## src/hdl/frc_pkg.sv

```systemverilog
package frc_pkg;

    typedef enum logic [2:0] {
        ST_IDLE,
        ST_GCD,
        ST_DIV_NUM,
        ST_DIV_DEN,
        ST_OUT
    } frc_state_t;

    // Sequencing of one binary GCD run
    typedef enum logic [1:0] {
        GP_IDLE,
        GP_COMMON,
        GP_LOOP
    } gcd_phase_t;

endpackage

```

## src/hdl/fraction_reduce.sv

```systemverilog
// fraction_reduce: takes one signed numerator and denominator per input beat
// and returns one result beat holding the fraction in lowest terms. Both
// magnitudes are divided by their greatest common divisor and each value keeps
// the sign it arrived with. A zero numerator gives 0 over +1 or -1 following
// the denominator's sign; a zero denominator sets zero_denominator and passes
// the pair through. One item is worked at a time and s_ready is low until its
// result beat has been taken. A zero input goes straight to the result beat,
// which then waits on m_ready; otherwise the item runs a binary GCD (one shift
// or one subtract per cycle) followed by two restoring divisions through one
// shared divider, and the result beat then waits on m_ready.
module fraction_reduce #(
    parameter int WORD_BITS = 32
) (
    input  logic                        aclk,
    input  logic                        aresetn,
    input  logic                        s_valid,
    output logic                        s_ready,
    input  logic signed [WORD_BITS-1:0] s_numerator,
    input  logic signed [WORD_BITS-1:0] s_denominator,
    output logic                        m_valid,
    input  logic                        m_ready,
    output logic signed [WORD_BITS-1:0] m_reduced_numerator,
    output logic signed [WORD_BITS-1:0] m_reduced_denominator,
    output logic                        m_zero_denominator
);
    import frc_pkg::*;

    frc_state_t           state_reg, state_next;

    // magnitudes and signs of the beat in flight
    logic [WORD_BITS-1:0] mn_reg, mn_next;
    logic [WORD_BITS-1:0] md_reg, md_next;
    logic                 nneg_reg, nneg_next;
    logic                 dneg_reg, dneg_next;
    logic [WORD_BITS-1:0] g_reg, g_next;
    logic [WORD_BITS-1:0] rn_reg, rn_next;

    // result registers
    logic [WORD_BITS-1:0] out_num_reg, out_num_next;
    logic [WORD_BITS-1:0] out_den_reg, out_den_next;
    logic                 out_zd_reg, out_zd_next;

    logic                 gcd_start, gcd_done;
    logic [WORD_BITS-1:0] gcd_result;
    logic                 div_start, div_done;
    logic [WORD_BITS-1:0] div_dividend, div_divisor, div_quotient;

    logic [WORD_BITS-1:0] in_num, in_den;

    assign in_num = s_numerator;
    assign in_den = s_denominator;

    frc_gcd #(.WORD_BITS(WORD_BITS)) u_gcd (
        .aclk    (aclk),
        .aresetn (aresetn),
        .start   (gcd_start),
        .op_a    (mn_reg),
        .op_b    (md_reg),
        .done    (gcd_done),
        .result  (gcd_result)
    );

    // The divider is shared: numerator first, then denominator
    assign div_dividend = (state_reg == ST_GCD) ? mn_reg : md_reg;
    assign div_divisor  = (state_reg == ST_GCD) ? gcd_result : g_reg;

    frc_div #(.WORD_BITS(WORD_BITS)) u_div (
        .aclk     (aclk),
        .aresetn  (aresetn),
        .start    (div_start),
        .dividend (div_dividend),
        .divisor  (div_divisor),
        .done     (div_done),
        .quotient (div_quotient)
    );

    always_comb begin
        state_next   = state_reg;
        mn_next      = mn_reg;
        md_next      = md_reg;
        nneg_next    = nneg_reg;
        dneg_next    = dneg_reg;
        g_next       = g_reg;
        rn_next      = rn_reg;
        out_num_next = out_num_reg;
        out_den_next = out_den_reg;
        out_zd_next  = out_zd_reg;
        gcd_start    = 1'b0;
        div_start    = 1'b0;
        s_ready      = 1'b0;
        m_valid      = 1'b0;
        case (state_reg)
            ST_IDLE: begin
                s_ready   = 1'b1;
                nneg_next = in_num[WORD_BITS-1];
                dneg_next = in_den[WORD_BITS-1];
                mn_next   = in_num[WORD_BITS-1] ? (~in_num + 1'b1) : in_num;
                md_next   = in_den[WORD_BITS-1] ? (~in_den + 1'b1) : in_den;
                if (s_valid) begin
                    if (in_den == '0) begin
                        // pass the pair through and flag it
                        out_num_next = in_num;
                        out_den_next = in_den;
                        out_zd_next  = 1'b1;
                        state_next   = ST_OUT;
                    end else if (in_num == '0) begin
                        out_num_next = '0;
                        out_den_next = in_den[WORD_BITS-1] ? '1 : WORD_BITS'(1);
                        out_zd_next  = 1'b0;
                        state_next   = ST_OUT;
                    end else begin
                        state_next = ST_GCD;
                    end
                end
            end
            ST_GCD: begin
                // launch GCD on the first cycle here, wait for it to finish
                gcd_start = (g_reg == '0);
                g_next    = '1;
                if (gcd_done) begin
                    g_next     = gcd_result;
                    div_start  = 1'b1;
                    state_next = ST_DIV_NUM;
                end
            end
            ST_DIV_NUM: begin
                if (div_done) begin
                    rn_next    = div_quotient;
                    div_start  = 1'b1;
                    state_next = ST_DIV_DEN;
                end
            end
            ST_DIV_DEN: begin
                if (div_done) begin
                    out_num_next = nneg_reg ? (~rn_reg + 1'b1) : rn_reg;
                    out_den_next = dneg_reg ? (~div_quotient + 1'b1) : div_quotient;
                    out_zd_next  = 1'b0;
                    state_next   = ST_OUT;
                end
            end
            ST_OUT: begin
                // hold the result until the beat is taken
                m_valid = 1'b1;
                g_next  = '0;
                if (m_ready) begin
                    state_next = ST_IDLE;
                end
            end
            default: begin
                state_next = ST_IDLE;
            end
        endcase
    end

    always_ff @(posedge aclk) begin
        if (!aresetn) begin
            state_reg <= ST_IDLE;
            g_reg     <= '0;
        end else begin
            state_reg <= state_next;
            g_reg     <= g_next;
        end
        mn_reg      <= mn_next;
        md_reg      <= md_next;
        nneg_reg    <= nneg_next;
        dneg_reg    <= dneg_next;
        rn_reg      <= rn_next;
        out_num_reg <= out_num_next;
        out_den_reg <= out_den_next;
        out_zd_reg  <= out_zd_next;
    end

    assign m_reduced_numerator   = out_num_reg;
    assign m_reduced_denominator = out_den_reg;
    assign m_zero_denominator    = out_zd_reg;

endmodule

```

## src/hdl/frc_gcd.sv

```systemverilog
module frc_gcd #(
    parameter int WORD_BITS = 32
) (
    input  logic                 aclk,
    input  logic                 aresetn,
    input  logic                 start,
    input  logic [WORD_BITS-1:0] op_a,
    input  logic [WORD_BITS-1:0] op_b,
    output logic                 done,
    output logic [WORD_BITS-1:0] result
);
    import frc_pkg::*;

    localparam int SHIFT_BITS = (WORD_BITS > 1) ? $clog2(WORD_BITS) : 1;

    gcd_phase_t            phase_reg, phase_next;
    logic [WORD_BITS-1:0]  a_reg, a_next;
    logic [WORD_BITS-1:0]  b_reg, b_next;
    logic [SHIFT_BITS-1:0] shift_reg, shift_next;
    logic                  done_reg, done_next;
    logic [WORD_BITS-1:0]  result_reg, result_next;

    // One binary GCD step per cycle: one shift, or one compare and subtract
    always_comb begin
        phase_next  = phase_reg;
        a_next      = a_reg;
        b_next      = b_reg;
        shift_next  = shift_reg;
        done_next   = 1'b0;
        result_next = result_reg;
        case (phase_reg)
            GP_IDLE: begin
                if (start) begin
                    a_next     = op_a;
                    b_next     = op_b;
                    shift_next = '0;
                    phase_next = GP_COMMON;
                end
            end
            GP_COMMON: begin
                // strip factors of two common to both
                if (a_reg[0] == 1'b0 && b_reg[0] == 1'b0) begin
                    a_next     = a_reg >> 1;
                    b_next     = b_reg >> 1;
                    shift_next = shift_reg + 1'b1;
                end else begin
                    phase_next = GP_LOOP;
                end
            end
            GP_LOOP: begin
                if (a_reg[0] == 1'b0) begin
                    a_next = a_reg >> 1;
                end else if (b_reg == '0) begin
                    result_next = a_reg << shift_reg;
                    done_next   = 1'b1;
                    phase_next  = GP_IDLE;
                end else if (b_reg[0] == 1'b0) begin
                    b_next = b_reg >> 1;
                end else if (a_reg > b_reg) begin
                    a_next = b_reg;
                    b_next = a_reg - b_reg;
                end else begin
                    b_next = b_reg - a_reg;
                end
            end
            default: begin
                phase_next = GP_IDLE;
            end
        endcase
    end

    always_ff @(posedge aclk) begin
        if (!aresetn) begin
            phase_reg <= GP_IDLE;
            done_reg  <= 1'b0;
        end else begin
            phase_reg <= phase_next;
            done_reg  <= done_next;
        end
        a_reg      <= a_next;
        b_reg      <= b_next;
        shift_reg  <= shift_next;
        result_reg <= result_next;
    end

    assign done   = done_reg;
    assign result = result_reg;

endmodule

```

## src/hdl/frc_div.sv

```systemverilog
module frc_div #(
    parameter int WORD_BITS = 32
) (
    input  logic                 aclk,
    input  logic                 aresetn,
    input  logic                 start,
    input  logic [WORD_BITS-1:0] dividend,
    input  logic [WORD_BITS-1:0] divisor,
    output logic                 done,
    output logic [WORD_BITS-1:0] quotient
);

    localparam int CNT_BITS = $clog2(WORD_BITS + 1);

    logic                 busy_reg, busy_next;
    logic                 done_reg, done_next;
    logic [CNT_BITS-1:0]  cnt_reg, cnt_next;
    logic [WORD_BITS:0]   rem_reg, rem_next;
    logic [WORD_BITS-1:0] quo_reg, quo_next;
    logic [WORD_BITS-1:0] dsr_reg, dsr_next;
    logic [WORD_BITS:0]   rem_shift;

    // Restoring division, one quotient bit per cycle
    always_comb begin
        busy_next = busy_reg;
        done_next = 1'b0;
        cnt_next  = cnt_reg;
        rem_next  = rem_reg;
        quo_next  = quo_reg;
        dsr_next  = dsr_reg;
        rem_shift = {rem_reg[WORD_BITS-1:0], quo_reg[WORD_BITS-1]};
        if (!busy_reg) begin
            if (start) begin
                busy_next = 1'b1;
                cnt_next  = CNT_BITS'(WORD_BITS);
                rem_next  = '0;
                quo_next  = dividend;
                dsr_next  = divisor;
            end
        end else begin
            if (rem_shift >= {1'b0, dsr_reg}) begin
                rem_next = rem_shift - {1'b0, dsr_reg};
                quo_next = {quo_reg[WORD_BITS-2:0], 1'b1};
            end else begin
                rem_next = rem_shift;
                quo_next = {quo_reg[WORD_BITS-2:0], 1'b0};
            end
            cnt_next = cnt_reg - 1'b1;
            if (cnt_reg == CNT_BITS'(1)) begin
                busy_next = 1'b0;
                done_next = 1'b1;
            end
        end
    end

    always_ff @(posedge aclk) begin
        if (!aresetn) begin
            busy_reg <= 1'b0;
            done_reg <= 1'b0;
        end else begin
            busy_reg <= busy_next;
            done_reg <= done_next;
        end
        cnt_reg <= cnt_next;
        rem_reg <= rem_next;
        quo_reg <= quo_next;
        dsr_reg <= dsr_next;
    end

    assign done     = done_reg;
    assign quotient = quo_reg;

endmodule
```

## config.mk

```make
export PLATFORM = sky130hd
export DESIGN_NAME = fraction_reduce
export DESIGN_NICKNAME = d
export VERILOG_FILES = /design/src/hdl/frc_pkg.sv /design/src/hdl/fraction_reduce.sv /design/src/hdl/frc_gcd.sv /design/src/hdl/frc_div.sv
export SDC_FILE = /design/constraint.sdc
export NUM_CORES = 1
export LEC_CHECK = 0
export BUFFER_PORTS_ARGS = -buffer_cell sky130_fd_sc_hd__buf_2
export CAP_MARGIN = 5
export CELL_PAD_IN_SITES_DETAIL_PLACEMENT = 0
export CELL_PAD_IN_SITES_GLOBAL_PLACEMENT = 1
export CORE_MARGIN = 3
export CORE_UTILIZATION = 40
export CTS_BUF_LIST = sky130_fd_sc_hd__clkbuf_4
export CTS_CLUSTER_DIAMETER = 50
export DETAILED_ROUTE_END_ITERATION = 6
export PLACE_DENSITY_LB_ADDON = 0.1
export SYNTH_ARGS = -nofsm -noshare
export SYNTH_HDL_FRONTEND = slang
export SYNTH_HIERARCHICAL = 1
export SYNTH_SLANG_ARGS = --single-unit
export TNS_END_PERCENT = 50
```

## constraint.sdc

```tcl
create_clock -name aclk -period 8.65 [get_ports aclk]
set_input_delay 1.2975 -clock aclk [delete_from_list [all_inputs] [get_ports aclk]]
set_output_delay 1.2975 -clock aclk [all_outputs]
set_load 0.02 [all_outputs]
```

==> impl_metrics.yaml, run 1 <==
logic_synthesis:
  synth_flop_cell: "edfxtp_1"
  synth_cells: 2585
  synth-simple-area-share_pct: 13.6
  synth_top_family_by_area: "compound AO/OA/AOI/OAI gates"
  synth_xor_area_share_pct: 6.10
  netlist.area_leader.share_pct: 41.8
  synth_nets: 2765
  synth_warnings: 6
  synth_cell_types: 92
  synth_fa_ha_area_share_pct: 5.42
  ys_seq_area_share_pct: 44.9
  ys_seq_elements: 406
  synth-async-reset-ratio_pct: 0
  synth_top_area_cell: "edfxtp_1"
  synth_mux_area_share_pct: 7.86
  synth-compound-area-share_pct: 17.2
  synth_edf_count: 366
  netlist_area_mm2: 0.0263
  avgSynthCellArea_um2: 10.2
  yosys-top-cells-area: "edfxtp_1 (42%), ha_1 (5.2%), mux2_2 (4.2%)"
cts:
  numCtsBuffers: 112
  h-tree-depth: 3
  ctsHoldBuffers: 0
  cts_num_sinks: 406
  cts_root_buf: "clkbuf_4"
  cts_tree: "yes"
  clkTransAtPathRegs_ns: 0.06
  post_cts_buffers: 0
  clock_latency_ns: 0.87
  cts_resized: 0
  cts_buffer_depth: 3
sta:
  fmax_mhz: 228
  min_period_ns: 4.38
  report.final.slew_viol_count: 0
  relSlewSlack_pct: 10.5
  fin_skew_ns: 0.0573
  setup-tns-final_ns: 0
  tightestPinTransition_ns: 1.34
  finalHoldViolCount: 0
  rsz0062_at_grt: "no"
  setup_ws_ns: 4.27
  finalCritPeriodShare_pct: 50.7
  worst_hold_slack_ns: 0.523
  setup_viol: 0
setup_path:
  critPathKind: "flip-flop to flip-flop"
  cp.arrival_ns: 4.97
  crit_required_ns: 9.24
  critPathLaunch: "u_gcd/b_reg[23]$_DFFE_PP_"
  crit_slowest_cell: "a21o_2"
  critPathLaunchType: "flip-flop"
  cp-end-kind: "flip-flop"
  slowest_delay_ns: 0.59
  path_cells: "ha_1 > a21oi_2 > o21ai_1 > a221o_1 > a211oi_2 > a21o_2 > buf_4 > nand2_1 > o21ai_2 > xor2_1 > nor2_1 > a221o_1"
  crit_top_cell: "a221o_1"
  critPathMaxFanout: 32
  timing.rr.start: "u_gcd/b_reg[23]$_DFFE_PP_"
die:
  die_h_um: 262
  dieArea_mm2: 0.0688
  io_pins: 135
  rows: 93
  die_w_um: 262
  core_region_area_mm2: 0.0647
  initial_core_util_pct: 40.6
routing:
  remaining_drc_errors: 0
  ant_nets: 0
  drt_first_pass_iters: 5
  drt-vias-per-instance: 5.70
  num_vias: 20800
  routed_wl_mm: 83.8
  wl_per_cell_um: 22.9
  drt_iter0_drc: 1803
finish:
  nets: 2881
  design_area_mm2: 0.0290
  syn2layout_area_growth_pct: 10.4
  layout_common_cells: "edfxtp_1 (366), nor2_1 (219), nand2_1 (212)"
  final_common_cell: "edfxtp_1"
  finalNonFillerCells: 3651
  post-route-util_pct: 44.9
  layout-drive-gt1-share_pct: 19.1
grt:
  grt_usage_pct: 23.6
  gr-total-overflow: 0
  grt_first_pass_wirelength_mm: 127
  grt_pass1_vias: 20800
  antenna_found_initial: 12
  grt_max_degree: 98
min_path:
  hold_path.startpoint: "g_reg[19]$_SDFFE_PN0P_"
  hp-class: "flip-flop to flip-flop"
run:
  max-cap-violations: 0
power_and_ir_drop:
  p_per_area_mw_per_mm2: 222
  intPower_mw: 4.07
  power_mw: 6.43
  p_sw_mw: 2.36
  cellLeakagePower_nw: 11.3
  ir_worst_vdd_mv: 0.0959
  power_frac_comb_pct: 32.0
  switching_share_pct: 36.7
  clkPwrFrac_pct: 28.3
  seqPwrFrac_pct: 39.8
place:
  io_buffers: 134
  place_inst: 3442
  place_ws_ns: 3.83
  dpl-instance-area_mm2: 0.0275
  gp_congestion: 0.928
  hpwl_mm: 62.3
outcome:
  outcome: "finished, final reports clean"
## per-layer routing
| metal | share of wire (%) | wire (um) | up-vias | global-route usage [%] |
|---|---|---|---|---|
| met5 | 0.094 | 79 | - | 0 |
| met4 | 2.8 | 2370 | 12 | 6.94 |
| met3 | 5.3 | 4460 | 139 | 4.33 |
| met2 | 49 | 40700 | 626 | 40.4 |
| met1 | 43 | 36100 | 10200 | 30.6 |
| li1 | - | - | 9862 | - |
## power groups by stage
stage	combinational [mW]	clock (mW)	sequential (mW)
after detailed placement	2.04	0	2.60
after floorplan	1.50	0	2.48
after global routing	2.24	1.98	2.57
after global placement	2.04	0	2.59
after CTS	2.05	1.88	2.55
final	2.06	1.82	2.56
## worst max-delay path, delay by kind of cell (launching register included)
kind	cells	cell delay, ns
xor+xnor	1	0.19
buf+inv	1	0.46
fa+ha+maj	1	0.47
flops	1	0.52
compound gates	7	2.30
simple gates	2	0.17
## worst paths after layout
check,end,slack (ns),cells past startpoint
setup / recovery,u_gcd/b_reg[22]$_DFFE_PP_,4.27,12
hold / removal,g_reg[19]$_SDFFE_PN0P_,0.52,2
setup reg to reg,u_gcd/b_reg[22]$_DFFE_PP_,4.27,12
hold reg to reg,g_reg[19]$_SDFFE_PN0P_,0.52,2
## area by class of cell
type                            instances  area (um^2)
Clock inverter                         30          185
Inverter                              147          552
Antenna cell                            6         15.0
Timing Repair Buffer                  159          858
Fill cell                            6428        35700
Multi-Input combinational cell       1875        13200
Tap cell                              855         1070
Sequential cell                       406        11800
Clock buffer                          173         1300
## cells in the mapped netlist (all sizes together), types with 33 or more instances
cell type	n
o41ai	36
nor4	33
a221oi	33
dfxtp	40
xnor2	104
a211oi	33
a21o	45
inv	143
nand2	220
ha	109
clkbuf	91
nor2	222
xor2	79
a21oi	210
buf	66
mux2	100
edfxtp	366
o21ai	163
mux2i	67
o31ai	37
nand3b	38
## cells by family after synthesis
kind of cell,Yosys count
DFF,406
and+or+nand+nor,718
adders and majority gates,112
AOI/OAI and AO/OA,683
muxes,179
buffers and inverters,304
xor gates and xnor gates,183
No activity file was read; power rests on OpenSTA's default activity.
==> run 2: changes to the inputs <==
==> constraint.sdc (replaced) <==
create_clock -name aclk -period 4.2 [get_ports aclk]
set_input_delay 0.63 -clock aclk [delete_from_list [all_inputs] [get_ports aclk]]
set_output_delay 0.63 -clock aclk [all_outputs]
set_load 0.02 [all_outputs]
==> impl_metrics.yaml, run 2 (synthesized netlist as in run 1, its figures left out) <==
place:
  io_buffers: 134
  hpwl_mm: 61.9
  place_inst: 3471
  place_ws_ns: 0.437
  gp_congestion: 0.893
  dpl-instance-area_mm2: 0.0278
routing:
  remaining_drc_errors: 0
  wl_per_cell_um: 22.1
  drt_iter0_drc: 1645
  wl_met1_mm: 35.2
  num_vias: 20800
  drt-vias-per-instance: 5.61
  top_layer_used: "met5"
  drt_first_pass_iters: 5
  ant_nets: 0
  wl_met2_mm: 38.9
  routed_wl_mm: 81.6
  wl_met3_mm: 5.14
sta:
  fin_skew_ns: 0.0855
  tightestPinTransition_ns: 1.10
  setup-tns-final_ns: 0
  relSlewSlack_pct: 26.9
  fmax_mhz: 261
  finalCritPeriodShare_pct: 91.3
  setup_ws_ns: 0.367
  setup_viol: 0
  worst_hold_slack_ns: 0.0931
  report.final.slew_viol_count: 0
  rsz0062_at_grt: "no"
  finalHoldViolCount: 0
  min_period_ns: 3.83
cts:
  cts_buffer_depth: 3
  cts_num_sinks: 406
  cts_root_buf: "clkbuf_4"
  numCtsBuffers: 115
  clkTransAtPathRegs_ns: 0.07
  ctsHoldBuffers: 11
  post_cts_buffers: 0
  cts_resized: 0
  cts_tree: "yes"
  h-tree-depth: 3
  clock_latency_ns: 0.89
die:
  rows: 93
  die_h_um: 262
  die_w_um: 262
  io_pins: 135
  core_region_area_mm2: 0.0647
  initial_core_util_pct: 40.6
  dieArea_mm2: 0.0688
min_path:
  hp-class: "input port to flip-flop"
finish:
  syn2layout_area_growth_pct: 11.9
  design_area_mm2: 0.0294
  finalNonFillerCells: 3698
  layout_common_cells: "edfxtp_1 (366), nor2_1 (219), nand2_1 (212)"
  nets: 2925
  layout-drive-gt1-share_pct: 20.0
  fill_cells: 6322
  post-route-util_pct: 45.4
  final_common_cell: "edfxtp_1"
grt:
  grt_usage_pct: 23.1
  grt_pass1_vias: 20700
  antenna_found_initial: 9
  gr-total-overflow: 0
  grt_first_pass_wirelength_mm: 125
  grt_max_degree: 97
setup_path:
  critPathMaxFanout: 19
  slowest_delay_ns: 0.55
  critPathLaunchType: "flip-flop"
  crit_slowest_cell: "ha_1"
  cp-end-kind: "flip-flop"
  critPathKind: "flip-flop to flip-flop"
  cp.arrival_ns: 4.41
  reg2reg_slack_ns: 0.37
  path_cells: "inv_1 > ha_1 > nand4_4 > nor3_4 > nand2_2 > nor4_1 > buf_4 > a21o_2 > buf_12 > mux2i_1 > xor2_1 > a211oi_1 > a221o_1"
  crit_required_ns: 4.78
power_and_ir_drop:
  cellLeakagePower_nw: 11.5
  ir_worst_vdd_mv: 0.252
  power_mw: 13.2
  p_per_area_mw_per_mm2: 449
outcome:
  outcome: "finished, final reports clean"
run:
  max-cap-violations: 0
[run 2: routing by layer]
metal / vias to the layer above / track usage (%)
met5: - / 0
met3: 146 / 5.11
met4: 6 / 7.39
met2: 635 / 38.0
met1: 10000 / 30.4
li1: 9926 / -
[run 2: cell type report]
cell class / instances / area (um^2) / share of cell area [%]
antenna: 6 / 15.0 / 0.0511
clock buffer: 175 / 1310 / 4.47
clock inverter: 34 / 155 / 0.528
inverter: 147 / 552 / 1.88
multi-input combinational: 1875 / 13300 / 45.1
sequential: 406 / 11800 / 40.1
tap: 855 / 1070 / 3.64
timing repair buffer: 200 / 1250 / 4.24
[run 2: where the power goes]
group | internal (mW) | switching [mW] | leakage [nW]
combinational | 1.66 | 2.70 | 6.71
sequential | 4.84 | 0.361 | 3.88
clock | 1.90 | 1.76 | 0.882
total | 8.39 | 4.82 | 11.5
[run 2: worst max-delay path, delay by kind of cell (launching register included)]
| family | cells | cell delay, ns |
|---|---|---|
| AND/OR/NAND/NOR | 4 | 0.93 |
| XOR/XNOR | 1 | 0.23 |
| adder cells (fa/ha/maj) | 1 | 0.55 |
| flip-flops | 1 | 0.43 |
| buffers and inverters | 3 | 0.49 |
| AO/OA/AOI/OAI | 3 | 0.64 |
| multiplexers | 1 | 0.23 |
[run 2: path summary, 6_finish.rpt]
path	start	to	cells after the start
worst max-delay path	u_gcd/a_reg[25]$_DFFE_PP_	u_gcd/b_reg[11]$_DFFE_PP_	13
worst min-delay path	s_numerator[28]	mn_reg[28]$_DFFE_PP_	2
worst max register to register	u_gcd/a_reg[25]$_DFFE_PP_	u_gcd/b_reg[11]$_DFFE_PP_	13
worst min register to register	g_reg[17]$_SDFFE_PN0P_	g_reg[17]$_SDFFE_PN0P_	2
==> run 3: changes to the inputs <==
--- a/config.mk
+++ b/config.mk
@@ -11,9 +11,9 @@
 export CELL_PAD_IN_SITES_GLOBAL_PLACEMENT = 1
 export CORE_MARGIN = 3
 export CORE_UTILIZATION = 40
-export CTS_BUF_LIST = sky130_fd_sc_hd__clkbuf_4
 export CTS_CLUSTER_DIAMETER = 50
 export DETAILED_ROUTE_END_ITERATION = 6
+export GPL_TIMING_DRIVEN = 0
 export PLACE_DENSITY_LB_ADDON = 0.1
 export SYNTH_ARGS = -nofsm -noshare
 export SYNTH_HDL_FRONTEND = slang
==> impl_metrics.yaml, run 3 (synthesized netlist as in run 1, its figures left out) <==
finish:
  layout-drive-gt1-share_pct: 16.8
  post-route-util_pct: 46.7
  syn2layout_area_growth_pct: 15.0
  n_antenna_cell: 0
  layout_common_cells: "edfxtp_1 (366), nor2_1 (220), nand2_1 (212)"
  multi_input_area_mm2: 0.0133
  finalNonFillerCells: 3688
  final_common_cell: "edfxtp_1"
  ff_latch_area_mm2: 0.0118
  fill_cells: 6238
  design_area_mm2: 0.0302
  nets: 2970
sta:
  tightestPinTransition_ns: 0.954
  relSlewSlack_pct: 36.2
  finalHoldViolCount: 0
  fin_skew_ns: 0.0224
  setup_ws_ns: 0.152
  worst_hold_slack_ns: 0.273
  setup_viol: 0
  rsz0062_at_grt: "no"
  min_period_ns: 4.05
  finalCritPeriodShare_pct: 96.4
  report.final.slew_viol_count: 0
  setup-tns-final_ns: 0
  fmax_mhz: 247
routing:
  drt_first_pass_iters: 6
  drt_iter0_drc: 1805
  ant_nets: 0
  remaining_drc_errors: 0
  drt-vias-per-instance: 5.76
  num_vias: 21200
  routed_wl_mm: 87.2
  wl_per_cell_um: 23.6
place:
  hpwl_mm: 68.6
  gp_congestion: 0.957
  dpl-instance-area_mm2: 0.0283
  io_buffers: 134
  place_ws_ns: -0.342
  place_inst: 3583
die:
  core_region_area_mm2: 0.0647
  die_h_um: 262
  io_pins: 135
  dieArea_mm2: 0.0688
  rows: 93
  initial_core_util_pct: 40.6
  die_w_um: 262
cts:
  cts_root_buf: "clkbuf_16"
  numCtsBuffers: 54
  h-tree-depth: 2
  cts_buffer_depth: 3
  cts_num_sinks: 406
  clkTransAtPathRegs_ns: 0.06
  cts_tree: "yes"
  clock_latency_ns: 0.60
grt:
  grt_pass1_vias: 20900
  grt_usage_pct: 24.5
  antenna_found_initial: 4
  grt_first_pass_wirelength_mm: 131
  gr-total-overflow: 0
  grt_max_degree: 66
power_and_ir_drop:
  power_mw: 14.6
  p_per_area_mw_per_mm2: 482
  cellLeakagePower_nw: 11.6
  ir_worst_vdd_mv: 0.280
min_path:
  hp-class: "input port to flip-flop"
setup_path:
  critPathKind: "flip-flop to flip-flop"
  critPathMaxFanout: 10
  critPathLaunchType: "flip-flop"
  slowest_delay_ns: 0.58
  path_cells: "inv_1 > ha_1 > a21oi_1 > o21ai_0 > and3_1 > a211oi_2 > a21o_1 > buf_6 > buf_6 > a21oi_1 > xnor2_1 > a211oi_1 > a221o_1"
  cp.arrival_ns: 4.38
  crit_required_ns: 4.53
  cp-end-kind: "flip-flop"
  crit_slowest_cell: "edfxtp_1"
run:
  max-cap-violations: 0
outcome:
  outcome: "finished, final reports clean"
[run 3: cell types whose count changed in the layout (fill, tap and decap cells not counted), moves of 18 or more]
cell       before  now
buf_1           0   24
buf_4          50   17
buf_2         134  155
clkbuf_16       0   55
clkinv_1       27    9
clkbuf_4      175    0
clkbuf_1        0   94
[run 3: per-layer routing]
metal | vias to the layer above | share of wire, % | GRT usage (%)
met2 | 776 | 47 | 40.1
met1 | 10300 | 44 | 33.2
met5 | - | 0.026 | 0
met4 | 4 | 3.1 | 7.57
met3 | 142 | 6.5 | 4.17
li1 | 9990 | - | -
[run 3: cell type report]
type | count | share of cell area (%)
Buffer | 156 | 2.47
Inverter | 147 | 1.83
Timing Repair Buffer | 150 | 2.98
Clock inverter | 35 | 1.42
Tap cell | 855 | 3.54
Sequential cell | 406 | 39.0
Multi-Input combinational cell | 1875 | 44.0
Clock buffer | 64 | 4.73
[run 3: worst max-delay path: cells and delay by family (launching register included)]
kind / cells / cell delay (ns)
AOI/OAI and AO/OA: 7 / 1.53
xor gates and xnor gates: 1 / 0.40
adders and majority gates: 1 / 0.43
buffers and inverters: 3 / 0.61
DFF: 1 / 0.58
and+or+nand+nor: 1 / 0.23
[run 3: timing repair]
item                                    CTS  global route
pin swaps                                 0             5
endpoints found under the setup margin   95            91
resized for setup                         6             6
hold buffers                              0             0
buffers inserted                          0             7
[run 3: worst paths after layout]
path / from / endpoint / slack, ns / depth (start not counted)
worst min register to register: u_div/quotient[22]$_DFFE_PP_ / rn_reg[22]$_DFFE_PN_ / 0.52 / 0
worst max-delay path: u_gcd/a_reg[19]$_DFFE_PP_ / u_gcd/b_reg[10]$_DFFE_PP_ / 0.15 / 13
worst min-delay path: s_denominator[0] / md_reg[0]$_DFFE_PP_ / 0.27 / 1
worst max register to register: u_gcd/a_reg[19]$_DFFE_PP_ / u_gcd/b_reg[10]$_DFFE_PP_ / 0.15 / 13
[run 3: report_power, final]
group	switching [mW]	leakage (nW)	internal [mW]
Clock	1.87	0.903	2.90
Combinational	2.83	6.87	1.71
Sequential	0.440	3.88	4.84
